===== config.mk =====
export PLATFORM = sky130hd
export DESIGN_NAME = int_divide_quotient_remainder_unit
export DESIGN_NICKNAME = d
export VERILOG_FILES = /design/src/rtl/idqr_pkg.sv /design/src/rtl/int_divide_quotient_remainder_unit.sv /design/src/rtl/idqr_cell.sv
export SDC_FILE = /design/constraint.sdc
export NUM_CORES = 1
export LEC_CHECK = 0
export ABC_AREA = 1
export BUFFER_PORTS_ARGS = -buffer_cell sky130_fd_sc_hd__buf_2
export CAP_MARGIN = 10
export CELL_PAD_IN_SITES_DETAIL_PLACEMENT = 0
export CELL_PAD_IN_SITES_GLOBAL_PLACEMENT = 1
export CORE_MARGIN = 2
export CORE_UTILIZATION = 23
export CTS_CLUSTER_SIZE = 8
export DETAILED_ROUTE_END_ITERATION = 10
export PLACE_DENSITY = 0.5
export REMOVE_ABC_BUFFERS = 1
export SETUP_SLACK_MARGIN = 0.1
export SYNTH_ARGS = -nofsm -noshare
export SYNTH_HDL_FRONTEND = slang
export SYNTH_SLANG_ARGS = --single-unit

===== constraint.sdc =====
create_clock -name clock -period 8.5 [get_ports clock]
set_input_delay 2.55 -clock clock [delete_from_list [all_inputs] [get_ports clock]]
set_output_delay 2.55 -clock clock [all_outputs]
set_load 0.05 [all_outputs]

===== src/rtl/idqr_pkg.sv =====
// Shared types and constants of the integer divide quotient/remainder unit.
`default_nettype none

package idqr_pkg;

   localparam int DATA_WIDTH = 32;
   localparam int CELL_WIDTH = 4;
   localparam int NUM_CELLS  = DATA_WIDTH / CELL_WIDTH;
   localparam int CNT_WIDTH  = $clog2(DATA_WIDTH);

   localparam logic DIV_UNSIGNED = 1'b0;
   localparam logic DIV_SIGNED   = 1'b1;

   typedef struct packed {
      logic                  req_type;
      logic [DATA_WIDTH-1:0] dividend;
      logic [DATA_WIDTH-1:0] divisor;
   } idqr_req_type;

   typedef struct packed {
      logic [DATA_WIDTH-1:0] quotient;
      logic [DATA_WIDTH-1:0] remainder;
      logic                  div_zero;
   } idqr_rsp_type;

   // Control broadcast to every cell of the row.
   typedef struct packed {
      logic load;
      logic shift;
      logic commit;
   } cell_ctrl_type;

endpackage

`default_nettype wire


===== src/rtl/int_divide_quotient_remainder_unit.sv =====
// Top level of the integer divide quotient/remainder unit.
`default_nettype none

// Integer divider returning quotient and remainder of two 32-bit words, signed
// (truncating toward zero, remainder takes the dividend's sign) or unsigned per
// request. A request is taken when start is high and busy is low; the result
// appears on rsp_data for exactly one cycle with rsp_valid high once the run
// and fix-up states are through, and must be captured then: there is no
// back-pressure. The restoring shift-and-subtract loop gives one quotient bit
// per cycle across the row of cells, then come a sign fix-up state and the
// result register. busy drops in the cycle the result is shown, so no new
// request is taken before the last result is shown. A zero divisor raises
// div_zero, quotient 0, remainder all ones (1 if signed, negative dividend).
module int_divide_quotient_remainder_unit (
   input  logic                   clock,
   input  logic                   reset,
   input  logic                   start,
   output logic                   busy,
   input  idqr_pkg::idqr_req_type req_data,
   output logic                   rsp_valid,
   output idqr_pkg::idqr_rsp_type rsp_data
);
   import idqr_pkg::*;

   typedef enum logic [2:0] {
      ST_IDLE = 3'b001,
      ST_RUN  = 3'b010,
      ST_FIX  = 3'b100
   } state_type;

   state_type             state_ff, state_in;
   logic [CNT_WIDTH-1:0]  count_ff, count_in;
   logic                  rsp_valid_ff, rsp_valid_in;
   idqr_rsp_type          rsp_ff, rsp_in;

   // Sign bookkeeping captured with the request.
   logic                  num_neg_ff, num_neg_in;
   logic                  quo_neg_ff, quo_neg_in;
   logic                  div_zero_ff, div_zero_in;

   logic                  accept;
   logic                  num_neg;
   logic                  den_neg;
   logic [DATA_WIDTH-1:0] num_mag;
   logic [DATA_WIDTH-1:0] den_mag;

   cell_ctrl_type         ctrl;
   logic [NUM_CELLS:0]    borrow;
   logic [NUM_CELLS:0]    rem_link;
   logic [NUM_CELLS:0]    quo_link;
   logic [DATA_WIDTH-1:0] rem_vec;
   logic [DATA_WIDTH-1:0] quo_vec;
   logic                  carry;

   logic [DATA_WIDTH-1:0] quo_fix;
   logic [DATA_WIDTH-1:0] rem_base;
   logic [DATA_WIDTH-1:0] rem_fix;

   assign accept = start && (state_ff == ST_IDLE);
   assign busy   = (state_ff != ST_IDLE);

   // Take operand magnitudes on the way in.
   assign num_neg = (req_data.req_type == DIV_SIGNED) && req_data.dividend[DATA_WIDTH-1];
   assign den_neg = (req_data.req_type == DIV_SIGNED) && req_data.divisor[DATA_WIDTH-1];
   assign num_mag = num_neg ? (~req_data.dividend + 1'b1) : req_data.dividend;
   assign den_mag = den_neg ? (~req_data.divisor + 1'b1) : req_data.divisor;

   // The bit shifted out of the remainder top counts as a carry: subtract anyway.
   assign carry       = rem_link[NUM_CELLS];
   assign ctrl.load   = accept;
   assign ctrl.shift  = (state_ff == ST_RUN);
   assign ctrl.commit = carry || !borrow[NUM_CELLS];

   // Remainder chain is fed from the top of the dividend/quotient chain;
   // the new quotient bit enters the bottom of the dividend/quotient chain.
   assign borrow[0]   = 1'b0;
   assign rem_link[0] = quo_link[NUM_CELLS];
   assign quo_link[0] = ctrl.commit;

   for (genvar i = 0; i < NUM_CELLS; i++) begin : g_cell
      idqr_cell u_cell (
         .clock         (clock),
         .ctrl          (ctrl),
         .load_num      (num_mag[i*CELL_WIDTH +: CELL_WIDTH]),
         .load_den      (den_mag[i*CELL_WIDTH +: CELL_WIDTH]),
         .rem_shift_in  (rem_link[i]),
         .quo_shift_in  (quo_link[i]),
         .borrow_in     (borrow[i]),
         .rem_shift_out (rem_link[i+1]),
         .quo_shift_out (quo_link[i+1]),
         .borrow_out    (borrow[i+1]),
         .rem           (rem_vec[i*CELL_WIDTH +: CELL_WIDTH]),
         .quo           (quo_vec[i*CELL_WIDTH +: CELL_WIDTH])
      );
   end

   // Sign fix-up and divide-by-zero override.
   assign quo_fix  = div_zero_ff ? '0 : (quo_neg_ff ? (~quo_vec + 1'b1) : quo_vec);
   assign rem_base = div_zero_ff ? '1 : rem_vec;
   assign rem_fix  = num_neg_ff ? (~rem_base + 1'b1) : rem_base;

   always_comb begin
      state_in     = state_ff;
      count_in     = count_ff;
      rsp_valid_in = 1'b0;
      rsp_in       = rsp_ff;
      num_neg_in   = num_neg_ff;
      quo_neg_in   = quo_neg_ff;
      div_zero_in  = div_zero_ff;
      case (state_ff)
         ST_IDLE: begin
            if (accept) begin
               state_in    = ST_RUN;
               count_in    = CNT_WIDTH'(DATA_WIDTH - 1);
               num_neg_in  = num_neg;
               quo_neg_in  = num_neg ^ den_neg;
               div_zero_in = (req_data.divisor == '0);
            end
         end
         ST_RUN: begin
            // Advance one quotient bit per cycle.
            count_in = count_ff - 1'b1;
            if (count_ff == '0) begin
               state_in = ST_FIX;
            end
         end
         ST_FIX: begin
            rsp_in.quotient  = quo_fix;
            rsp_in.remainder = rem_fix;
            rsp_in.div_zero  = div_zero_ff;
            rsp_valid_in     = 1'b1;
            state_in         = ST_IDLE;
         end
         default: begin
            state_in = ST_IDLE;
         end
      endcase
   end

   always_ff @(posedge clock) begin
      if (reset) begin
         state_ff     <= ST_IDLE;
         count_ff     <= '0;
         rsp_valid_ff <= 1'b0;
      end else begin
         state_ff     <= state_in;
         count_ff     <= count_in;
         rsp_valid_ff <= rsp_valid_in;
      end
   end

   always_ff @(posedge clock) begin
      rsp_ff      <= rsp_in;
      num_neg_ff  <= num_neg_in;
      quo_neg_ff  <= quo_neg_in;
      div_zero_ff <= div_zero_in;
   end

   assign rsp_valid = rsp_valid_ff;
   assign rsp_data  = rsp_ff;

   // A result strobe only ever follows the fix-up cycle, and the unit is free again.
   a_rsp_after_fix: assert property (@(posedge clock) disable iff (reset)
      rsp_valid |-> (state_ff == ST_IDLE) && ($past(state_ff) == ST_FIX))
      else $error("result strobe without fix-up cycle");

   a_accept_loads: assert property (@(posedge clock) disable iff (reset)
      accept |=> (state_ff == ST_RUN) && (count_ff == CNT_WIDTH'(DATA_WIDTH - 1)))
      else $error("accepted request did not start the iteration");

   a_fix_strobes: assert property (@(posedge clock) disable iff (reset)
      (state_ff == ST_FIX) |=> rsp_valid)
      else $error("fix-up cycle did not produce a result");

   a_zero_quotient: assert property (@(posedge clock) disable iff (reset)
      (rsp_valid && rsp_data.div_zero) |-> (rsp_data.quotient == '0))
      else $error("divide by zero with nonzero quotient");

endmodule

`default_nettype wire


===== src/rtl/idqr_cell.sv =====
// One slice of the divider row: remainder, divisor and dividend/quotient bits.
`default_nettype none

module idqr_cell (
   input  logic                                 clock,
   input  idqr_pkg::cell_ctrl_type              ctrl,
   input  logic [idqr_pkg::CELL_WIDTH-1:0]      load_num,
   input  logic [idqr_pkg::CELL_WIDTH-1:0]      load_den,
   input  logic                                 rem_shift_in,
   input  logic                                 quo_shift_in,
   input  logic                                 borrow_in,
   output logic                                 rem_shift_out,
   output logic                                 quo_shift_out,
   output logic                                 borrow_out,
   output logic [idqr_pkg::CELL_WIDTH-1:0]      rem,
   output logic [idqr_pkg::CELL_WIDTH-1:0]      quo
);
   import idqr_pkg::*;

   logic [CELL_WIDTH-1:0] rem_ff, rem_in;
   logic [CELL_WIDTH-1:0] den_ff, den_in;
   logic [CELL_WIDTH-1:0] quo_ff, quo_in;
   logic [CELL_WIDTH-1:0] rem_shifted;
   logic [CELL_WIDTH-1:0] quo_shifted;
   logic [CELL_WIDTH:0]   diff;

   assign rem_shifted = {rem_ff[CELL_WIDTH-2:0], rem_shift_in};
   assign quo_shifted = {quo_ff[CELL_WIDTH-2:0], quo_shift_in};

   // Slice of the trial subtract; borrow ripples to the next cell up.
   assign diff = {1'b0, rem_shifted} - {1'b0, den_ff} - {{CELL_WIDTH{1'b0}}, borrow_in};
   assign borrow_out = diff[CELL_WIDTH];

   always_comb begin
      rem_in = rem_ff;
      den_in = den_ff;
      quo_in = quo_ff;
      if (ctrl.load) begin
         rem_in = '0;
         den_in = load_den;
         quo_in = load_num;
      end else if (ctrl.shift) begin
         rem_in = ctrl.commit ? diff[CELL_WIDTH-1:0] : rem_shifted;
         quo_in = quo_shifted;
      end
   end

   always_ff @(posedge clock) begin
      rem_ff <= rem_in;
      den_ff <= den_in;
      quo_ff <= quo_in;
   end

   assign rem_shift_out = rem_ff[CELL_WIDTH-1];
   assign quo_shift_out = quo_ff[CELL_WIDTH-1];
   assign rem           = rem_ff;
   assign quo           = quo_ff;

endmodule

`default_nettype wire

After elaboration in Yosys (flattened, before gate mapping)
Index checks and enable logic that the tools add are counted.
Widths: inputs -> output; s select.
{ "word_totals": {"reg_bits": 173} }
{ "op_classes": {"bitwise": 5, "n_addsub": 20, "mux": 35, "n_eq_ne": 6, "reduce_logical": 12} }
{ "ops": {"columns": ["cell", "n"], "rows": [
  ["$mux 32", 5],
  ["$add 32x1->32 const B", 4],
  ["$not 32->32", 4],
  ["$mux 4", 24],
  ["$sub 4x4->5", 8],
  ["$sub 5x1->5", 7],
  ["$logic_not 32->1", 1],
  ["$pmux 5 s2", 1],
  ["$mux 3", 2],
  ["$pmux 3 s2", 1],
  ["$reduce_and 2->1", 3],
  ["$logic_not 5->1", 1],
  ["$mux 5", 1],
  ["$sub 5x1->5 const B", 1],
  ["$reduce_bool 2->1", 2],
  ["$eq 3x1->1 const B", 1],
  ["$eq 3x2->1 const B", 1],
  ["$eq 3x3->1 const B", 1],
  ["$logic_and 1x1->1", 3],
  ["$ne 3x1->1 const B", 1],
  ["$ne 2x1->1 const B", 1],
  ["$ne 2x2->1 const B", 1],
  ["$logic_not 1->1", 1],
  ["$logic_or 1x1->1", 1],
  ["other kinds (2)", 2]
]} }

Logic depth before layout (Yosys ltp)
Gate-level depths: netlist (run 1).
{ "logic_depth": {"word_depth": 12, "mapped_depth": 49, "depth_no_buf": 48} }

Hierarchy
From an unflattened synthesis (run 1), not the netlist that was laid out.
{ "hier_totals": {"cells_unflattened": 1667, "hier_area_um2": 12234.2} }
{ "by_module_without_submodules": {"columns": ["mod", "area_each_um2", "cells_each", "instances"], "rows": [
  ["int_divide_quotient_remainder_unit", 6729.0, 1059, 1],
  ["idqr_cell", 688.2, 76, 8]
]} }

Least setup slack after synthesis (run 1)
Ideal clock, no wire load.
{ "synth_path": {"kind": "reg2reg", "from": "register g_cell[7].u_cell.quo_ff[3]", "to": "register g_cell[0].u_cell.rem_ff[3]", "required_time_ns": 8.380, "path_buffers": 2, "path_slack_ns": -0.540, "stages_incl_launch_ff": 49, "arrival_ns": 8.920, "setup_time_ns": 0.120, "cell_sequence": "edfxtp_1 > inv_1 > ha_1 > fa_1 > o21ai_0 > fa_1 > inv_1 > fa_1 > nand2_1 > a21oi_1 > xor2_1 > fa_1 > fa_1 > nand2_1 > a21oi_1 > xor2_1 > fa_1 > fa_1 > [... 13 more ...] > fa_1 > fa_1 > nand2_1 > a21oi_1 > xor2_1 > fa_1 > inv_1 > fa_1 > inv_1 > nand2_1 > nand2_1 > nand2_1 > nand2_1 > nand3b_1 > buf_2 > buf_1 > o211ai_1 > nand2_1"} }
{ "synth_between": {"elab_chain_len": 11} }
{ "synth_lines": {"columns": ["element", "line", "source"], "rows": [
  ["from (decl)", "idqr_cell.sv:22", "logic [CELL_WIDTH-1:0] quo_ff, quo_in;"],
  ["from (signal assigned)", "idqr_cell.sv:51", "quo_ff <= quo_in;"],
  ["$sub 4x4->5 (*)", "idqr_cell.sv:31", "assign diff = {1'b0, rem_shifted} - {1'b0, den_ff} - {{CELL_WIDTH{1'b0}}, borrow_in};"],
  ["$sub 5x1->5 (7 in series)", "idqr_cell.sv:31", null],
  ["$logic_not 1->1", "int_divide_quotient_remainder_unit.sv:72", "assign ctrl.commit = carry || !borrow[NUM_CELLS];"],
  ["$logic_or 1x1->1", "int_divide_quotient_remainder_unit.sv:72", null],
  ["$mux 4 (*)", "idqr_cell.sv:43", "rem_in = ctrl.commit ? diff[CELL_WIDTH-1:0] : rem_shifted;"],
  ["to (signal assigned)", "idqr_cell.sv:49", "rem_ff <= rem_in;"],
  ["to (decl)", "idqr_cell.sv:20", "logic [CELL_WIDTH-1:0] rem_ff, rem_in;"]
]} }
Mark *: on every way between the ends. The rest lies on a longest branch, timed or not.
A chain may end at the register's enable or synchronous reset.

Worst setup path after layout (run 1)
{ "layout_path": {"from": "register g_cell[0].u_cell.den_ff[0]", "to": "register g_cell[0].u_cell.quo_ff[0], data pin"} }
{ "layout_between": {"elab_chain_len": 12} }
{ "layout_lines": {"columns": ["element", "line", "source"], "rows": [
  ["from (decl)", "idqr_cell.sv:21", "logic [CELL_WIDTH-1:0] den_ff, den_in;"],
  ["from (signal assigned)", "idqr_cell.sv:50", "den_ff <= den_in;"],
  ["$sub 4x4->5", "idqr_cell.sv:31", null],
  ["$sub 5x1->5 (7 in series)", "idqr_cell.sv:31", null],
  ["$logic_not 1->1", "int_divide_quotient_remainder_unit.sv:72", null],
  ["$logic_or 1x1->1", "int_divide_quotient_remainder_unit.sv:72", null],
  ["$mux 4", "idqr_cell.sv:42", "end else if (ctrl.shift) begin"],
  ["$mux 4", "idqr_cell.sv:38", "if (ctrl.load) begin"],
  ["net g_cell[0].u_cell.quo_in[0]", "idqr_cell.sv:22", null],
  ["to (signal assigned)", "idqr_cell.sv:51", null],
  ["to (decl)", "idqr_cell.sv:22", null]
]} }
The timed path passes the listed nets, and every way through them passes these cells. The select of a mux whose other input is x is not followed.

==> results of run 1 <==
[power by group through the flow]
stage               Clock, W  Combinational, W  Sequential, W
floorplan                  0          0.000475        0.00105
global placement           0          0.000705        0.00105
detailed placement         0          0.000706        0.00105
CTS                 0.000829          0.000786        0.00104
global route        0.000851          0.000919        0.00104
finish              0.000794          0.000808        0.00104
[how the worst max path moves through the flow]
stage | from | to
after detailed placement | g_cell[0].u_cell.den_ff[0]$_DFFE_PP_ | g_cell[0].u_cell.quo[0]$_DFFE_PP_
after CTS | g_cell[0].u_cell.den_ff[0]$_DFFE_PP_ | g_cell[1].u_cell.rem[2]$_SDFFE_PP0P_
after global routing | g_cell[0].u_cell.den_ff[0]$_DFFE_PP_ | g_cell[1].u_cell.rem[2]$_SDFFE_PP0P_
final | g_cell[0].u_cell.den_ff[0]$_DFFE_PP_ | g_cell[0].u_cell.quo[0]$_DFFE_PP_
after floorplan | g_cell[7].u_cell.quo[3]$_DFFE_PP_ | g_cell[0].u_cell.rem[3]$_SDFFE_PP0P_
after global placement | g_cell[7].u_cell.quo[3]$_DFFE_PP_ | g_cell[0].u_cell.quo[0]$_DFFE_PP_
[what timing repair did]
item                                    CTS  global route
buffers inserted                          1             2
cloned                                    3             3
hold buffers                              0             0
endpoints found under the setup margin   33            33
pin swaps                                 9            14
resized for setup                        65             6
[per-layer routing]
metal  vias to the layer above  track usage [%]  wire (µm)
li1                       5280                -          -
met1                      4596            17.91      16690
met2                       156            25.52      18650
met3                        35            2.493       1337
met4                         6            4.577        701
met5                         -                0         28
[cell families after synthesis]
logic type / Yosys count / share of synthesized area (%)
AOI/OAI and AO/OA: 184 / 8.414
xor gates and xnor gates: 73 / 5.456
adders and majority gates: 67 / 8.114
buffers and inverters: 261 / 8.702
DFF: 173 / 40.83
and+or+nand+nor: 779 / 28.49
[worst min-delay path, delay by kind of cell (launching register included)]
family           cells  cell delay (ns)
DFF                  1             0.32
and+or+nand+nor      2             0.10
[metrics by stage]
| stage | hold slack (ns) | worst slack, ns | power [W] | utilization, % | TNS (ns) |
|---|---|---|---|---|---|
| global route | 0.4995 | -0.6814 | 0.002815 | 28.30 | -20.50 |
| detailed placement | 0.4571 | -1.289 | 0.001760 | 26.51 | -39.77 |
| global placement | 0.4608 | -1.178 | 0.001759 | 26.51 | -36.67 |
| CTS | 0.4703 | -0.4440 | 0.002652 | 28.11 | -12.55 |
| finish | 0.4661 | -0.3240 | 0.002637 | 28.31 | -8.692 |
| floorplan | 0.4192 | -1.477 | 0.001521 | - | -47.80 |
[final cells by class]
| cell class | count | area share (%) |
|---|---|---|
| repair buffers | 176 | 7.887 |
| clock buffers | 21 | 3.394 |
| multi-input cells | 1103 | 42.63 |
| well taps | 672 | 5.909 |
| flip-flops and latches | 173 | 33.62 |
| diodes | 1 | 0.01759 |
| clock inverters | 11 | 0.6858 |
| inverters | 222 | 5.856 |
[cells in the mapped netlist (all sizes together)]
cell    count  area [µm²]
dfxtp      41       820.8
or2        10       62.56
buf        21       118.9
nand2     407        1540
nand3     128       650.6
and3        1       6.260
nor2      190       818.3
clkinv      2       7.510
a21oi      57       285.3
a31oi       1       6.260
xnor2      28       245.2
fa         15       300.3
o31ai       2       15.01
nor3       14       70.07
ha         52       650.6
o22ai       1       6.260
nor4        3       18.77
nand3b      7       52.55
edfxtp    132        3964
o21ai     106       545.5
xor2       45       394.1
o211ai     16       120.1
and2        2       12.51
inv       220       825.8
a211oi      1       7.510
nand4      17       106.4
clkbuf     18       67.56
[flip-flops by register name (all words and copies together) (netlist names)]
register,flops
state_ff,3
g_cell.u_cell.rem,32
rsp_valid,1
count_ff,5
quo_neg_ff,1
g_cell.u_cell.quo,32
div_zero_ff,1
num_neg_ff,1
rsp_data,65
g_cell.u_cell.den_ff,32
==> results.sh, run 1 <==
export IMPL_final_hold_viol_count=0
export IMPL_start_util_pct=23.31
export IMPL_nets=1828
export IMPL_final_instance_count_excl_fill=2379
export IMPL_htree_levels=4
export IMPL_cp_num_cells=47
export IMPL_rsz0062_at_grt="yes"
export IMPL_path_max_fanout=8
export IMPL_hp_start="g_cell[2].u_cell.rem[2]$_SDFFE_PP0P_"
export IMPL_yosys_warnings=0
export IMPL_num_rows=82
export IMPL_slew_viol_final=0
export IMPL_power_leakage_nw=6.400
export IMPL_power_density_mw_per_mm2=185.3
export IMPL_hold_class="flip-flop to flip-flop"
export IMPL_hpwl_um=28550
export IMPL_dr_total_vias=10073
export IMPL_wl_um=37410
export IMPL_cts_buffers=17
export IMPL_timing_rr_start="g_cell[0].u_cell.den_ff[0]$_DFFE_PP_"
export IMPL_final_cell_mix="nand2_1 (393), inv_1 (214), nor2_1 (171), buf_2 (134), edfxtp_1 (132)"
export IMPL_portBuffers=134
export IMPL_drive_gt1_share_pct=16.94
export IMPL_clock_sinks=173
export IMPL_wl_per_cell_um=15.72
export IMPL_vias_per_cell=4.234
export IMPL_hold_depth=2
export IMPL_gp_congestion=0.7798
export IMPL_syn_area_per_cell_um2=7.624
export IMPL_crit_top_cell="fa_2"
export IMPL_p_clk_share_pct=30.1
export IMPL_finalClockSkew_ns=0.02247
export IMPL_die_h_um=229.7
export IMPL_synth_seq_cells=173
export IMPL_critPathSlowestCell="edfxtp_1"
export IMPL_first_pass_iters=5
export IMPL_grt_ovfl_total=0
export IMPL_min_to="g_cell[2].u_cell.rem[2]$_SDFFE_PP0P_"
export IMPL_synth_seq_area_share_pct=40.83
export IMPL_p_sw_w=0.0009044
export IMPL_multi_input_area_mm2=0.006066
export IMPL_cts_max_path_buffers=2
export IMPL_status="finished, violations left"
export IMPL_clock_fmax_mhz=113.3
export IMPL_drc=0
export IMPL_max_cap_viol_count=0
export IMPL_syn_cell_area_mm2=0.01172
export IMPL_tightest_slew_ns=1.090
export IMPL_antenna_left=0
export IMPL_antenna_found_initial=4
export IMPL_p_sw_share_pct=34.30
export IMPL_p_int_w=0.001732
export IMPL_core_area_mm2=0.05027
export IMPL_area_sequential_mm2=0.004785
export IMPL_pwr_share_comb_pct=30.7
export IMPL_first_iter_violations=456
export IMPL_grt_usage_pct=14.47
export IMPL_cts_root_buf="clkbuf_16"
export IMPL_crit_family="adder cells"
export IMPL_dpl_cell_area_mm2=0.01333
export IMPL_violations="negative setup slack"
export IMPL_cp_start_kind="flip-flop"
export IMPL_arrival_ns=9.03
export IMPL_seqPwrFrac_pct=39.3
export IMPL_ys_types=39
export IMPL_reg2regPathDepth=47
export IMPL_fill_cells=5567
export IMPL_relSlewSlack_pct=27.26
export IMPL_finalSetupViolCount=33
export IMPL_end_kind="flip-flop"
export IMPL_r2r_slack_ns=-0.32
export IMPL_syn_inst=1537
export IMPL_die_width_um=229.7
export IMPL_grt_pass1_wl_um=58080
export IMPL_dp_cells=2337
export IMPL_setup_slack_ns=-0.3240
export IMPL_min_period_ns=8.824
export IMPL_final_common_cell="nand2_1"
export IMPL_worstSetupPathType="flip-flop to flip-flop"
export IMPL_first_global_vias=10142
export IMPL_clk_latency_ns=0.47
export IMPL_clk_pin_slew_ns=0.08
export IMPL_die_area_mm2=0.05277
export IMPL_peakVddDrop_mv=0.1495
export IMPL_io_pins=135
export IMPL_grt_max_degree=69
export IMPL_stdcell_area_mm2=0.01423
export IMPL_required_ns=8.70
export IMPL_r2r_end="g_cell[0].u_cell.quo[0]$_DFFE_PP_"
export IMPL_fin_crit_sh_pct=103.8
export IMPL_area_delta_synth_final_pct=21.43
export IMPL_critPathBufInv=5
export IMPL_slowest_delay_ns=0.42
export IMPL_cts_tree="done"
No activity file was read; power rests on OpenSTA's default activity.
==> run 2, diff against run 1 <==
PLACE_DENSITY = 0.59   (was 0.5)
==> results.sh, run 2 (synthesis gave the netlist of run 1 again) <==
export IMPL_relSlewSlack_pct=33.69
export IMPL_final_common_cell="nand2_1"
export IMPL_arrival_ns=9.08
export IMPL_final_hold_viol_count=0
export IMPL_p_sw_w=0.0008782
export IMPL_rsz0062_at_grt="yes"
export IMPL_required_ns=8.70
export IMPL_area_delta_synth_final_pct=21.91
export IMPL_first_pass_iters=5
export IMPL_path_max_fanout=6
export IMPL_setup_slack_ns=-0.3843
export IMPL_clk_pin_slew_ns=0.07
export IMPL_final_instance_count_excl_fill=2382
export IMPL_finalClockSkew_ns=0.01013
export IMPL_final_core_util_pct=28.42
export IMPL_cts_max_path_buffers=2
export IMPL_cp_start_kind="flip-flop"
export IMPL_slew_viol_final=0
export IMPL_seqPwrFrac_pct=38.2
export IMPL_p_int_w=0.001840
export IMPL_fill_cells=5526
export IMPL_num_rows=82
export IMPL_hold_depth=2
export IMPL_tightest_slew_ns=0.9946
export IMPL_wl_um=36050
export IMPL_p_sw_share_pct=32.31
export IMPL_cts_buffers=17
export IMPL_status="finished, violations left"
export IMPL_reg2regPathDepth=47
export IMPL_antenna_cells=0
export IMPL_pwr_share_comb_pct=29.4
export IMPL_critPathSlowestCell="edfxtp_1"
export IMPL_p_clk_share_pct=32.4
export IMPL_clock_fmax_mhz=112.6
export IMPL_antenna_left=0
export IMPL_max_cap_viol_count=0
export IMPL_clk_latency_ns=0.45
export IMPL_start_util_pct=23.31
export IMPL_stdcell_area_mm2=0.01429
export IMPL_cts_root_buf="clkbuf_16"
export IMPL_final_cell_mix="nand2_1 (392), inv_1 (214), nor2_1 (171), buf_2 (134), edfxtp_1 (132)"
export IMPL_gp_congestion=0.8162
export IMPL_portBuffers=134
export IMPL_dpl_cell_area_mm2=0.01328
export IMPL_clock_sinks=173
export IMPL_dr_total_vias=10196
export IMPL_grt_pass1_wl_um=55540
export IMPL_hold_class="flip-flop to flip-flop"
export IMPL_cts_tree="done"
export IMPL_drc=0
export IMPL_tns_ns=-10.39
export IMPL_vias_per_cell=4.280
export IMPL_power_leakage_nw=6.430
export IMPL_die_width_um=229.7
export IMPL_largest_reg_flops=65
export IMPL_die_h_um=229.7
export IMPL_worstSetupPathType="flip-flop to flip-flop"
export IMPL_dp_cells=2333
export IMPL_hpwl_um=27150
export IMPL_first_global_vias=9964
export IMPL_drive_gt1_share_pct=17.19
export IMPL_antenna_found_initial=3
export IMPL_slowest_delay_ns=0.42
export IMPL_end_kind="flip-flop"
export IMPL_finalSetupViolCount=33
export IMPL_fin_crit_sh_pct=104.5
export IMPL_crit_top_cell="fa_2"
export IMPL_grt_usage_pct=13.64
export IMPL_core_area_mm2=0.05027
export IMPL_die_area_mm2=0.05277
export IMPL_io_pins=135
export IMPL_nets=1832
export IMPL_grt_max_degree=69
export IMPL_dp_slack_ns=-1.132
export IMPL_power_density_mw_per_mm2=190.3
export IMPL_wl_per_cell_um=15.13
export IMPL_htree_levels=4
export IMPL_min_period_ns=8.884
export IMPL_first_iter_violations=702
export IMPL_grt_ovfl_total=0
export IMPL_violations="negative setup slack"
export IMPL_peakVddDrop_mv=0.1467
==> run 2: path summary, 6_finish.rpt <==
path / start / end / slack, ns
worst max-delay path: g_cell[0].u_cell.den_ff[0]$_DFFE_PP_ / g_cell[0].u_cell.quo[0]$_DFFE_PP_ / -0.38
worst min-delay path: g_cell[4].u_cell.rem[2]$_SDFFE_PP0P_ / g_cell[4].u_cell.rem[2]$_SDFFE_PP0P_ / 0.46
worst max register to register: g_cell[0].u_cell.den_ff[0]$_DFFE_PP_ / g_cell[0].u_cell.quo[0]$_DFFE_PP_ / -0.38
worst min register to register: g_cell[4].u_cell.rem[2]$_SDFFE_PP0P_ / g_cell[4].u_cell.rem[2]$_SDFFE_PP0P_ / 0.46
==> run 2: what timing repair did <==
action | 4_1_cts | 5_1_grt
resized for setup | 59 | 14
setup endpoints to repair | 33 | 33
hold buffers | 0 | 0
endpoints found under the hold margin | 0 | 0
cloned | 2 | 4
pin swaps | 7 | 8
setup buffers | 8 | 5
==> run 2: stage by stage <==
step           hold slack [ns]  power [W]
5_1_grt                 0.4989   0.002891
3_5_place_dp            0.4557   0.001736
2_1_floorplan           0.4192   0.001521
6_report                0.4597   0.002718
4_1_cts                 0.4688   0.002695
3_3_place_gp            0.4548   0.001731
==> run 2: layer usage <==
metal	share of wire, %	GRT usage (%)
met1	45	17.33
met2	49	23.56
met3	4.4	2.654
met4	1.7	3.690
met5	0.075	0
==> run 2: power by group through the flow <==
stage               sequential, W  combinational, W  clock (W)
finish                    0.00104          0.000799   0.000881
floorplan                 0.00105          0.000475          0
global route              0.00105          0.000911   0.000933
detailed placement        0.00106          0.000680          0
global placement          0.00106          0.000675          0
CTS                       0.00104          0.000750   0.000906
==> run 2: critical path: cells and delay by family, from the launching register on <==
family / cells / cell delay [ns]
AO/OA/AOI/OAI: 8 / 0.55
XOR/XNOR: 6 / 0.94
adder cells (fa/ha/maj): 16 / 5.28
buffers and inverters: 5 / 0.50
flip-flops: 1 / 0.42
AND/OR/NAND/NOR: 12 / 0.95
==> run 2: area by class of cell <==
| type | instances | area [µm²] | area share [%] |
|---|---|---|---|
| multi-input combinational | 1103 | 6062 | 42.43 |
| sequential | 173 | 4785 | 33.49 |
| timing repair buffer | 180 | 1126 | 7.882 |
| tap | 672 | 840.8 | 5.885 |
| inverter | 222 | 833.3 | 5.833 |
| clock buffer | 20 | 446.7 | 3.127 |
| clock inverter | 12 | 192.7 | 1.349 |
